### src/hdl/framed_param_receiver_mailbox_defines.svh
// assertion macros used by the receiver mailbox top level
`ifndef FRAMED_PARAM_RECEIVER_MAILBOX_DEFINES_SVH
`define FRAMED_PARAM_RECEIVER_MAILBOX_DEFINES_SVH

// condition that must hold in the same cycle as its trigger
`define FRPM_ASSERT_SAME(lbl, ante, cons) \
    lbl: assert property (@(posedge i_clk) disable iff (!i_rst_n) (ante) |-> (cons)) \
        else $error("frpm same-cycle check failed");

// condition that must hold in the cycle after its trigger
`define FRPM_ASSERT_NEXT(lbl, ante, cons) \
    lbl: assert property (@(posedge i_clk) disable iff (!i_rst_n) (ante) |=> (cons)) \
        else $error("frpm next-cycle check failed");

`endif

### src/hdl/frpm_pkg.sv
// shared types and constants of the framed parameter receiver mailbox
package frpm_pkg;

    localparam logic [7:0] START_BYTE    = 8'h02;
    localparam logic [7:0] END_BYTE      = 8'h03;
    localparam logic [7:0] MAX_LEN_RESET = 8'd128;

    // decoder phases
    localparam logic [2:0] PH_START = 3'd0;
    localparam logic [2:0] PH_ARMH  = 3'd1;
    localparam logic [2:0] PH_ARML  = 3'd2;
    localparam logic [2:0] PH_LEN   = 3'd3;
    localparam logic [2:0] PH_DATA  = 3'd4;
    localparam logic [2:0] PH_END   = 3'd5;

    // item kinds
    localparam logic ACT_RECEIVE = 1'b0;
    localparam logic ACT_FETCH   = 1'b1;

    typedef struct packed {
        logic       is_fetch;
        logic [7:0] rx_byte;
        logic [7:0] query_address;
    } t_item;

    typedef struct packed {
        logic [2:0]  phase;
        logic [7:0]  length;
        logic [7:0]  count;
        logic [7:0]  param_addr;
        logic [7:0]  sum;
        logic [7:0]  prev_byte;
        logic [31:0] value;
        logic [7:0]  arm_high;
    } t_slot;

    typedef struct packed {
        logic        found;
        logic [7:0]  param_address;
        logic [31:0] param_value;
        logic [4:0]  frames_saved;
        logic [4:0]  checksum_failures;
        logic [4:0]  stored_entries;
    } t_result;

endpackage

### src/hdl/frpm_if.sv
// item channels of the receiver mailbox
interface frpm_in_if;
    logic       valid;
    logic       ready;
    logic       action;
    logic [7:0] rx_byte;
    logic [7:0] query_address;
    modport source (output valid, action, rx_byte, query_address, input ready);
    modport sink (input valid, action, rx_byte, query_address, output ready);
endinterface

interface frpm_out_if;
    logic        valid;
    logic        ready;
    logic        found;
    logic [7:0]  param_address;
    logic [31:0] param_value;
    logic [4:0]  frames_saved;
    logic [4:0]  checksum_failures;
    logic [4:0]  stored_entries;
    modport source (output valid, found, param_address, param_value, frames_saved,
                    checksum_failures, stored_entries, input ready);
    modport sink (input valid, found, param_address, param_value, frames_saved,
                  checksum_failures, stored_entries, output ready);
endinterface

### src/hdl/framed_param_receiver_mailbox.sv
// framed parameter receiver with mailbox store: top level
// Input channel i_in carries one item: action 0 feeds one serial byte to the
// frame decoders, action 1 fetches the oldest stored parameter with the given
// address. Every item gives exactly one result on o_out.
// Items enter a two-entry queue, so a new item is taken while the engine works
// or while a result waits. The engine handles one item at a time.
// A byte item walks the open decoder slots in turn; a fetch item walks the
// stored entries through the store read port with a registered read.
// max_data_length is written over the APB port at addresses 0 to 3 (reset 128).
// Reset closes all decoders and empties the store.
// When o_out is stalled the result is held; the engine finishes the next item
// and waits, and the queue keeps taking items until it is full.
`include "framed_param_receiver_mailbox_defines.svh"
module framed_param_receiver_mailbox #(
    parameter int DECODER_SLOTS = 16,
    parameter int STORE_DEPTH   = 16
) (
    input  logic        i_clk,
    input  logic        i_rst_n,
    frpm_in_if.sink     i_in,
    frpm_out_if.source  o_out,
    input  logic        psel,
    input  logic        penable,
    input  logic        pwrite,
    input  logic [2:0]  paddr,
    input  logic [31:0] pwdata,
    output logic [31:0] prdata,
    output logic        pready
);
    logic [7:0]        r_max_len;
    frpm_pkg::t_item   item;
    logic              item_valid;
    logic              item_ready;
    frpm_pkg::t_result res;

    // configuration register
    assign pready = 1'b1;
    assign prdata = (!paddr[2]) ? {24'd0, r_max_len} : 32'd0;

    always_ff @(posedge i_clk) begin
        if (!i_rst_n) begin
            r_max_len <= frpm_pkg::MAX_LEN_RESET;
        end else if (psel && penable && pwrite && pready && !paddr[2]) begin
            r_max_len <= pwdata[7:0];
        end
    end

    frpm_front u_front (
        .i_clk   (i_clk),
        .i_rst_n (i_rst_n),
        .i_in    (i_in),
        .o_item  (item),
        .o_valid (item_valid),
        .i_ready (item_ready)
    );

    frpm_back #(
        .DECODER_SLOTS (DECODER_SLOTS),
        .STORE_DEPTH   (STORE_DEPTH)
    ) u_back (
        .i_clk       (i_clk),
        .i_rst_n     (i_rst_n),
        .i_max_len   (r_max_len),
        .i_item      (item),
        .i_valid     (item_valid),
        .o_ready     (item_ready),
        .o_res       (res),
        .o_res_valid (o_out.valid),
        .i_res_ready (o_out.ready)
    );

    // result fields
    assign o_out.found             = res.found;
    assign o_out.param_address     = res.param_address;
    assign o_out.param_value       = res.param_value;
    assign o_out.frames_saved      = res.frames_saved;
    assign o_out.checksum_failures = res.checksum_failures;
    assign o_out.stored_entries    = res.stored_entries;

    // checks
    `FRPM_ASSERT_SAME(a_miss_zero, o_out.valid && !o_out.found, o_out.param_address == 8'd0 && o_out.param_value == 32'd0)
    `FRPM_ASSERT_SAME(a_fetch_no_count, o_out.valid && o_out.found, o_out.frames_saved == 5'd0 && o_out.checksum_failures == 5'd0)
    `FRPM_ASSERT_NEXT(a_cfg_write, psel && penable && pwrite && !paddr[2], r_max_len == $past(pwdata[7:0]))
endmodule

### src/hdl/frpm_front.sv
// front end: accepts and classifies items into a two-entry queue
module frpm_front (
    input  logic             i_clk,
    input  logic             i_rst_n,
    frpm_in_if.sink          i_in,
    output frpm_pkg::t_item  o_item,
    output logic             o_valid,
    input  logic             i_ready
);
    frpm_pkg::t_item r_mem [2];
    logic            r_wp, n_wp;
    logic            r_rp, n_rp;
    logic [1:0]      r_cnt, n_cnt;
    logic            push, pop;
    frpm_pkg::t_item in_item;

    // classify the incoming item
    always_comb begin
        in_item.is_fetch      = (i_in.action == frpm_pkg::ACT_FETCH);
        in_item.rx_byte       = i_in.rx_byte;
        in_item.query_address = i_in.query_address;
    end

    assign i_in.ready = (r_cnt != 2'd2);
    assign push       = i_in.valid && i_in.ready;
    assign o_valid    = (r_cnt != 2'd0);
    assign pop        = o_valid && i_ready;
    assign o_item     = r_mem[r_rp];

    // queue pointers
    always_comb begin
        n_wp  = push ? ~r_wp : r_wp;
        n_rp  = pop ? ~r_rp : r_rp;
        n_cnt = r_cnt + {1'b0, push} - {1'b0, pop};
    end

    always_ff @(posedge i_clk) begin
        if (!i_rst_n) begin
            r_wp  <= 1'b0;
            r_rp  <= 1'b0;
            r_cnt <= 2'd0;
        end else begin
            r_wp  <= n_wp;
            r_rp  <= n_rp;
            r_cnt <= n_cnt;
        end
    end

    // queue storage
    always_ff @(posedge i_clk) begin
        if (push) begin
            r_mem[r_wp] <= in_item;
        end
    end
endmodule

### src/hdl/frpm_back.sv
// back end: walks decoder slots for a byte, or store entries for a fetch
module frpm_back #(
    parameter int DECODER_SLOTS = 16,
    parameter int STORE_DEPTH   = 16
) (
    input  logic              i_clk,
    input  logic              i_rst_n,
    input  logic [7:0]        i_max_len,
    input  frpm_pkg::t_item   i_item,
    input  logic              i_valid,
    output logic              o_ready,
    output frpm_pkg::t_result o_res,
    output logic              o_res_valid,
    input  logic              i_res_ready
);
    localparam int SCW = $clog2(DECODER_SLOTS + 1);
    localparam int SIW = (DECODER_SLOTS > 1) ? $clog2(DECODER_SLOTS) : 1;
    localparam int FCW = $clog2(STORE_DEPTH + 1);
    localparam int STW = (STORE_DEPTH > 1) ? $clog2(STORE_DEPTH) : 1;

    localparam logic [2:0] S_IDLE = 3'd0;
    localparam logic [2:0] S_SLOT = 3'd1;
    localparam logic [2:0] S_FREQ = 3'd2;
    localparam logic [2:0] S_FCHK = 3'd3;
    localparam logic [2:0] S_DONE = 3'd4;

    logic [2:0]        r_state, n_state;
    logic [SCW-1:0]    r_active, n_active;
    logic [SCW-1:0]    r_k, n_k;
    logic [SCW-1:0]    r_kept, n_kept;
    logic [FCW-1:0]    r_fill, n_fill;
    logic [FCW-1:0]    r_fk, n_fk;
    logic              r_hit, n_hit;
    frpm_pkg::t_item   r_item, n_item;
    frpm_pkg::t_result r_res, n_res;
    frpm_pkg::t_result r_out, n_out;
    logic              r_out_valid, n_out_valid;

    frpm_pkg::t_slot   r_slots [DECODER_SLOTS];
    logic [39:0]       r_store [STORE_DEPTH];
    logic [39:0]       r_rd;

    logic              slot_we;
    logic [SIW-1:0]    slot_wa;
    frpm_pkg::t_slot   slot_wd;
    logic              st_we;
    logic [STW-1:0]    st_wa;
    logic [39:0]       st_wd;
    logic              st_re;

    frpm_pkg::t_slot   cur, nxt;
    logic              alive, append;
    logic [7:0]        b;
    logic [SCW-1:0]    base;
    logic [FCW:0]      fill_inc;

    assign o_res       = r_out;
    assign o_res_valid = r_out_valid;
    assign o_ready     = (r_state == S_IDLE);
    assign b           = r_item.rx_byte;
    assign cur         = r_slots[r_k[SIW-1:0]];
    assign fill_inc    = {1'b0, r_fill} + {{FCW{1'b0}}, 1'b1};

    // one decoder step on the current byte
    always_comb begin
        nxt    = cur;
        alive  = 1'b0;
        append = 1'b0;
        unique case (cur.phase)
            frpm_pkg::PH_START: begin
                nxt.phase = frpm_pkg::PH_ARMH;
                alive     = 1'b1;
            end
            frpm_pkg::PH_ARMH: begin
                nxt.arm_high = b;
                nxt.phase    = frpm_pkg::PH_ARML;
                alive        = 1'b1;
            end
            frpm_pkg::PH_ARML: begin
                nxt.phase = frpm_pkg::PH_LEN;
                alive     = 1'b1;
            end
            frpm_pkg::PH_LEN: begin
                nxt.length = b;
                nxt.phase  = frpm_pkg::PH_DATA;
                alive      = (b != 8'd0) && (b <= i_max_len);
            end
            frpm_pkg::PH_DATA: begin
                if (cur.count == 8'd0) begin
                    nxt.param_addr = b;
                    nxt.sum        = b;
                    nxt.value      = 32'd0;
                end else if (({1'b0, cur.count} + 9'd1) != {1'b0, cur.length}) begin
                    nxt.sum   = cur.sum + b;
                    nxt.value = {cur.value[23:0], b};
                end
                if (({1'b0, cur.count} + 9'd1) == {1'b0, cur.length}) begin
                    nxt.prev_byte = b;
                end
                nxt.count = cur.count + 8'd1;
                if (nxt.count >= cur.length) begin
                    nxt.phase = frpm_pkg::PH_END;
                end
                alive = 1'b1;
            end
            frpm_pkg::PH_END: begin
                append = (b == frpm_pkg::END_BYTE) && (cur.sum == cur.prev_byte);
            end
            default: begin
                alive = 1'b0;
            end
        endcase
    end

    // sequencer
    always_comb begin
        n_state     = r_state;
        n_active    = r_active;
        n_k         = r_k;
        n_kept      = r_kept;
        n_fill      = r_fill;
        n_fk        = r_fk;
        n_hit       = r_hit;
        n_item      = r_item;
        n_res       = r_res;
        n_out       = r_out;
        n_out_valid = r_out_valid && !i_res_ready;
        slot_we     = 1'b0;
        slot_wa     = r_kept[SIW-1:0];
        slot_wd     = nxt;
        st_we       = 1'b0;
        st_wa       = r_fill[STW-1:0];
        st_wd       = {cur.param_addr, cur.value};
        st_re       = 1'b0;
        base        = (r_active >= SCW'(DECODER_SLOTS)) ? '0 : r_active;
        unique case (r_state)
            S_IDLE: begin
                if (i_valid) begin
                    n_item = i_item;
                    n_res  = '0;
                    n_k    = '0;
                    n_kept = '0;
                    n_fk   = '0;
                    n_hit  = 1'b0;
                    if (i_item.is_fetch) begin
                        n_state = (r_fill != '0) ? S_FREQ : S_DONE;
                    end else begin
                        if (i_item.rx_byte == frpm_pkg::START_BYTE) begin
                            // open a new decoder, dropping all when full
                            slot_we       = 1'b1;
                            slot_wa       = base[SIW-1:0];
                            slot_wd       = '0;
                            slot_wd.phase = frpm_pkg::PH_START;
                            n_active      = base + SCW'(1);
                        end
                        n_state = (n_active != '0) ? S_SLOT : S_DONE;
                    end
                end
            end
            S_SLOT: begin
                if (alive) begin
                    slot_we = 1'b1;
                    n_kept  = r_kept + SCW'(1);
                end
                if (append) begin
                    st_we              = 1'b1;
                    n_fill             = (fill_inc >= (FCW+1)'(STORE_DEPTH)) ?
                                         '0 : fill_inc[FCW-1:0];
                    n_res.frames_saved = r_res.frames_saved + 5'd1;
                end else if (cur.phase == frpm_pkg::PH_END && b == frpm_pkg::END_BYTE) begin
                    n_res.checksum_failures = r_res.checksum_failures + 5'd1;
                end
                n_k = r_k + SCW'(1);
                if (n_k == r_active) begin
                    n_active = n_kept;
                    n_state  = S_DONE;
                end
            end
            S_FREQ: begin
                st_re   = 1'b1;
                n_state = S_FCHK;
            end
            S_FCHK: begin
                // close the gap behind a hit, else look for a match
                if (r_hit) begin
                    st_we = 1'b1;
                    st_wa = r_fk[STW-1:0] - STW'(1);
                    st_wd = r_rd;
                end else if (r_rd[39:32] == r_item.query_address) begin
                    n_hit               = 1'b1;
                    n_res.found         = 1'b1;
                    n_res.param_address = r_rd[39:32];
                    n_res.param_value   = r_rd[31:0];
                end
                n_fk = r_fk + FCW'(1);
                if (n_fk == r_fill) begin
                    if (n_hit) begin
                        n_fill = r_fill - FCW'(1);
                    end
                    n_state = S_DONE;
                end else begin
                    n_state = S_FREQ;
                end
            end
            S_DONE: begin
                if (!r_out_valid || i_res_ready) begin
                    n_out                = r_res;
                    n_out.stored_entries = 5'(r_fill);
                    n_out_valid          = 1'b1;
                    n_state              = S_IDLE;
                end
            end
            default: begin
                n_state = S_IDLE;
            end
        endcase
    end

    // control state
    always_ff @(posedge i_clk) begin
        if (!i_rst_n) begin
            r_state     <= S_IDLE;
            r_active    <= '0;
            r_fill      <= '0;
            r_out_valid <= 1'b0;
            r_hit       <= 1'b0;
        end else begin
            r_state     <= n_state;
            r_active    <= n_active;
            r_fill      <= n_fill;
            r_out_valid <= n_out_valid;
            r_hit       <= n_hit;
        end
    end

    // payload registers
    always_ff @(posedge i_clk) begin
        r_k    <= n_k;
        r_kept <= n_kept;
        r_fk   <= n_fk;
        r_item <= n_item;
        r_res  <= n_res;
        r_out  <= n_out;
    end

    // decoder slot storage
    always_ff @(posedge i_clk) begin
        if (slot_we) begin
            r_slots[slot_wa] <= slot_wd;
        end
    end

    // parameter store memory
    always_ff @(posedge i_clk) begin
        if (st_we) begin
            r_store[st_wa] <= st_wd;
        end
        if (st_re) begin
            r_rd <= r_store[r_fk[STW-1:0]];
        end
    end
endmodule
### src/flat_wrapper.sv
// flat-port wrapper written by rule: the top's interface ports become plain ports
module framed_param_receiver_mailbox_flat 
#(
    parameter int DECODER_SLOTS = 16,
    parameter int STORE_DEPTH   = 16
)
  (i_clk, i_rst_n, psel, penable, pwrite, paddr, pwdata, prdata, pready, i_in_valid, i_in_action, i_in_rx_byte, i_in_query_address, i_in_ready, o_out_valid, o_out_found, o_out_param_address, o_out_param_value, o_out_frames_saved, o_out_checksum_failures, o_out_stored_entries, o_out_ready);
  frpm_in_if i_in_i ();
  frpm_out_if o_out_i ();
  input  logic i_clk;
  input  logic i_rst_n;
  input  logic psel;
  input  logic penable;
  input  logic pwrite;
  input  logic [2:0] paddr;
  input  logic [31:0] pwdata;
  output logic [31:0] prdata;
  output logic pready;
  input wire logic [$bits(i_in_i.valid)-1:0] i_in_valid;
  input wire logic [$bits(i_in_i.action)-1:0] i_in_action;
  input wire logic [$bits(i_in_i.rx_byte)-1:0] i_in_rx_byte;
  input wire logic [$bits(i_in_i.query_address)-1:0] i_in_query_address;
  output wire logic [$bits(i_in_i.ready)-1:0] i_in_ready;
  output wire logic [$bits(o_out_i.valid)-1:0] o_out_valid;
  output wire logic [$bits(o_out_i.found)-1:0] o_out_found;
  output wire logic [$bits(o_out_i.param_address)-1:0] o_out_param_address;
  output wire logic [$bits(o_out_i.param_value)-1:0] o_out_param_value;
  output wire logic [$bits(o_out_i.frames_saved)-1:0] o_out_frames_saved;
  output wire logic [$bits(o_out_i.checksum_failures)-1:0] o_out_checksum_failures;
  output wire logic [$bits(o_out_i.stored_entries)-1:0] o_out_stored_entries;
  input wire logic [$bits(o_out_i.ready)-1:0] o_out_ready;
  assign i_in_i.valid = i_in_valid;
  assign i_in_i.action = i_in_action;
  assign i_in_i.rx_byte = i_in_rx_byte;
  assign i_in_i.query_address = i_in_query_address;
  assign i_in_ready = i_in_i.ready;
  assign o_out_valid = o_out_i.valid;
  assign o_out_found = o_out_i.found;
  assign o_out_param_address = o_out_i.param_address;
  assign o_out_param_value = o_out_i.param_value;
  assign o_out_frames_saved = o_out_i.frames_saved;
  assign o_out_checksum_failures = o_out_i.checksum_failures;
  assign o_out_stored_entries = o_out_i.stored_entries;
  assign o_out_i.ready = o_out_ready;
  framed_param_receiver_mailbox #(.DECODER_SLOTS(DECODER_SLOTS), .STORE_DEPTH(STORE_DEPTH)) u_core (.i_clk(i_clk), .i_rst_n(i_rst_n), .i_in(i_in_i), .o_out(o_out_i), .psel(psel), .penable(penable), .pwrite(pwrite), .paddr(paddr), .pwdata(pwdata), .prdata(prdata), .pready(pready));
endmodule
### config.mk
export PLATFORM = sky130hd
export DESIGN_NAME = framed_param_receiver_mailbox_flat
export DESIGN_NICKNAME = d
export VERILOG_FILES = /design/src/hdl/frpm_pkg.sv /design/src/hdl/frpm_if.sv /design/src/hdl/framed_param_receiver_mailbox.sv /design/src/hdl/frpm_front.sv /design/src/hdl/frpm_back.sv /design/src/flat_wrapper.sv
export VERILOG_INCLUDE_DIRS = /design/src /design/src/hdl
export SDC_FILE = /design/constraint.sdc
export NUM_CORES = 2
export LEC_CHECK = 0
export ABC_AREA = 1
export BUFFER_PORTS_ARGS = -buffer_cell sky130_fd_sc_hd__buf_2
export CAP_MARGIN = 20
export CELL_PAD_IN_SITES_DETAIL_PLACEMENT = 1
export CELL_PAD_IN_SITES_GLOBAL_PLACEMENT = 1
export CORE_UTILIZATION = 47
export CTS_CLUSTER_SIZE = 8
export DETAILED_ROUTE_END_ITERATION = 10
export HOLD_SLACK_MARGIN = 0.05
export PLACE_DENSITY = 0.78
export SLEW_MARGIN = 20
export SYNTH_ARGS = -nofsm -noshare
export SYNTH_HDL_FRONTEND = slang
export SYNTH_SLANG_ARGS = --single-unit
export TNS_END_PERCENT = 1
### constraint.sdc
create_clock -name i_clk -period 5.9 [get_ports i_clk]
set_input_delay 0.59 -clock i_clk [delete_from_list [all_inputs] [get_ports i_clk]]
set_output_delay 0.59 -clock i_clk [all_outputs]
set_load 0.005 [all_outputs]
==> flow_metrics.env <==
export IMPL_outcome="finished with violations"
export IMPL_violations="DRC"
export IMPL_cts_tree="built"
export IMPL_slew_headroom_pct=20.8
export IMPL_syn_area_per_cell_um2=12.9
export IMPL_viasPerCell=6.28
export IMPL_synth_xor_area_share_pct=0.398
export IMPL_drt_iter0_drc=6436
export IMPL_ant_nets=0
export IMPL_rsz0062_at_grt="true"
export IMPL_drive_above_1_share_pct=10.8
export IMPL_clk_pin_slew_ps=50
export IMPL_postCtsSetupRepairBufs=0
export IMPL_cts_root_buf="clkbuf_16"
export IMPL_vias=57200
export IMPL_synth_simple_area_share_pct=8.91
export IMPL_leakage_nw=32.2
export IMPL_clk_latency_ps=920
export IMPL_critical_path_max_fanout=37
export IMPL_antenna_found_initial=8
export IMPL_ys_types=45
export IMPL_cpMaxStageDelayCell="a21oi_1"
export IMPL_synth_compound_area_share_pct=12.1
export IMPL_io_buffers=98
export IMPL_syn_inst=6492
export IMPL_irDropWorstVdd_uv=395
export IMPL_critPathLaunchType="register"
export IMPL_grt_max_degree=231
export IMPL_path_common_cell="nand2_1"
export IMPL_grt_pass1_vias=60900
export IMPL_gp_congestion=0.789
export IMPL_start_util_pct=47.4
export IMPL_design_area_mm2=0.0959
export IMPL_dp_cells=8708
export IMPL_cpLargestDelayFamily="simple AND/OR/NAND/NOR gates"
export IMPL_synth_top_family_by_area="compound AO/OA/AOI/OAI gates"
export IMPL_power_mw=57.0
export IMPL_worst_slew_pin_slew_ps=1180
export IMPL_criticalPathCategory="register to register"
export IMPL_timing_setup_tns_ps=0
export IMPL_wl_per_cell_um=28.8
export IMPL_synth_seq_cells=2084
export IMPL_grt_first_pass_wirelength_um=385000
export IMPL_synthMuxAreaShare_pct=0
export IMPL_final_max_slew_viol_count=0
export IMPL_yosysSeqAreaShare_pct=74.5
export IMPL_nets=6807
export IMPL_hold_viol=0
export IMPL_fin_cells=9111
export IMPL_netlist_area_mm2=0.0836
export IMPL_cpPeakStageDelay_ps=1040
export IMPL_wl_um=262000
export IMPL_yosysWarnings=0
export IMPL_drc=8
export IMPL_finClkSkew_ps=63.1
export IMPL_ff2ff_setup_slack_ps=360
export IMPL_placed_cell_area_mm2=0.0873
export IMPL_dp_hpwl_um=135000
export IMPL_syn2layout_area_growth_pct=14.8
export IMPL_required_ps=6430
export IMPL_cp_depth=17
export IMPL_p_per_area_mw_per_mm2=594
export IMPL_fmax_mhz=180
export IMPL_grt_overflow=0
export IMPL_end_kind="register"
export IMPL_die_h_um=424
export IMPL_fillers=17300
export IMPL_synth_fa_ha_area_share_pct=0.578
export IMPL_hold_class="primary input to register"
export IMPL_cp_num_buf_inv=3
export IMPL_period_share_pct=93.9
export IMPL_cp_cell_sequence="buf_4, nand3_1, nand3_1, nand3_1, nand2_1, nand2_1, nor2_1, nand3_1, xor2_1, inv_1, ha_1, nand2_1, nor3_1, nand2_1, inv_2, nand2_1, a21oi_1"
export IMPL_placeableCoreArea_mm2=0.176
export IMPL_num_io_pins=150
export IMPL_grt_use_total_pct=28.7
export IMPL_period_minus_slack_ps=5540
export IMPL_cap_viol_max_count=0
export IMPL_clock_sinks=2084
export IMPL_die_area_mm2=0.179
export IMPL_cts_buffers=310
export IMPL_clock_tree_buffer_depth=4
export IMPL_htreeDepth=5
export IMPL_rr_worst_depth=17
export IMPL_whs_path_depth=3
export IMPL_drtPass1Iterations=8
export IMPL_die_w_um=424
export IMPL_cp_data_arrival_time_ps=6070
export IMPL_fp_row_count=154
export IMPL_setup_violations=0
Yosys cell counts, drive strengths merged:
| cell type | n | area, um2 |
|---|---|---|
| fa | 1 | 20.0 |
| o22ai | 248 | 1550 |
| a311oi | 1 | 8.76 |
| o31ai | 3 | 22.5 |
| o211ai | 127 | 953 |
| o21bai | 4 | 30.0 |
| o221ai | 161 | 1410 |
| buf | 176 | 1040 |
| nand3 | 171 | 856 |
| and2 | 1 | 6.26 |
| a22oi | 12 | 90.1 |
| a211oi | 9 | 67.6 |
| xor2 | 23 | 201 |
| clkbuf | 272 | 1020 |
| nor2 | 1187 | 4470 |
| a21oi | 123 | 616 |
| xnor2 | 15 | 131 |
| a31oi | 5 | 31.3 |
| o32ai | 1 | 8.76 |
| conb | 2 | 7.51 |
| and3 | 1 | 6.26 |
| o21a | 2 | 15.0 |
| dfxtp | 32 | 641 |
| clkinv | 5 | 21.3 |
| or2 | 6 | 37.5 |
| nor4 | 5 | 31.3 |
| edfxtp | 2052 | 61600 |
| nand2 | 514 | 1930 |
| o21ai | 1059 | 5300 |
| nand4 | 5 | 31.3 |
| inv | 220 | 826 |
| ha | 37 | 463 |
| a21o | 1 | 7.51 |
| nor3 | 11 | 65.1 |
placed cells by master, fill, tap and decap left out, types with 14 or more instances in the layout:
cell and count:
o21ai_0 976, conb_1 25, dlygate4sd3_1 27, o21ai_1 80
a21oi_2 14, buf_2 99, buf_12 40, a21oi_1 108
clkbuf_1 40, dfxtp_1 28, inv_2 17, buf_4 164
inv_1 199, o221ai_1 161, nor2_4 32, clkbuf_16 319
nand3_1 171, o22ai_1 248, edfxtp_1 2052, ha_1 37
nor2_1 1147, xor2_1 23, o211ai_1 127, nand2_1 512
xnor2_1 15
through the flow:
step | utilization, % | hold WS (ps) | setup slack (ps)
after floorplan | - | 400 | -417
after global placement | 49.5 | 407 | 899
after detailed placement | 49.5 | 406 | 516
after CTS | 54.3 | 88.6 | 423
after global routing | 54.4 | 162 | -2.93
final | 54.4 | 161 | 357
worst reg2reg max path, delay by kind of cell, from the launching register on:
| kind | cells | cell delay, ps |
|---|---|---|
| simple gates | 11 | 2040 |
| compound gates | 1 | 1040 |
| buf+inv | 3 | 830 |
| flops | 1 | 730 |
| fa+ha+maj | 1 | 270 |
| xor+xnor | 1 | 260 |
flip-flops by register name (all words and copies together) (netlist names), 8 cells and up, named ones only:
signal / count
u_core.u_front.r_mem: 34
u_core.u_back.r_slots: 1200
u_core.u_back.o_res: 56
u_core.u_back.b: 8
u_core.u_back.r_res: 51
u_core.r_max_len: 8
u_core.u_back.r_store: 640
u_core.u_back.r_rd: 40
u_core.u_back.r_item: 8
what timing repair did:
item | 4_1_cts | 5_1_grt
hold endpoints to repair | 44 | 0
resized for setup | 0 | 3
hold buffers | 27 | 0
endpoints found under the setup margin | 0 | 48
worst paths after layout:
path | from | end
worst min register to register | u_core.u_back.r_res[43] | u_core.u_back.o_res[43]
worst max register to register | register | u_core.u_back.r_slots[13][43]
worst max-delay path | register | u_core.u_back.r_slots[13][43]
worst min-delay path | psel | u_core.r_max_len[7]
power by group:
part	switching [mW]	internal (mW)	leakage, nW	total (mW)
Sequential	0.581	22.1	18.8	22.6
Combinational	14.3	4.59	9.43	18.9
Clock	6.00	9.51	4.00	15.5
Total	20.8	36.2	32.2	57.0
logic make-up (layout without fill, tap and decap cells):
group,count (synthesis),after routing
and+or+nand+nor,1901,1901
DFF,2084,2084
xor gates and xnor gates,38,38
buffers and inverters,673,920
adders and majority gates,38,38
other,2,34
AOI/OAI and AO/OA,1756,1756
per-layer routing:
layer  global-route usage, %  part of all wire, %  vias to the layer above
met1                    34.9                   38                    29100
li1                        -                    -                    24200
met5                       0                0.015                        -
met2                    48.7                   50                     2975
met4                    14.7                  5.0                        6
met3                    5.26                  7.6                      871
cell type report:
type | instances | area (um2) | area share, %
repair buffers | 331 | 2830 | 2.95
clock buffers | 359 | 8130 | 8.48
clock inverters | 5 | 38.8 | 0.0404
multi-input cells | 3758 | 18800 | 19.6
flip-flops and latches | 2084 | 62300 | 64.9
well taps | 2340 | 2930 | 3.05
diodes | 9 | 22.5 | 0.0235
inverters | 225 | 878 | 0.916
Power figures use the tool's default switching activity.
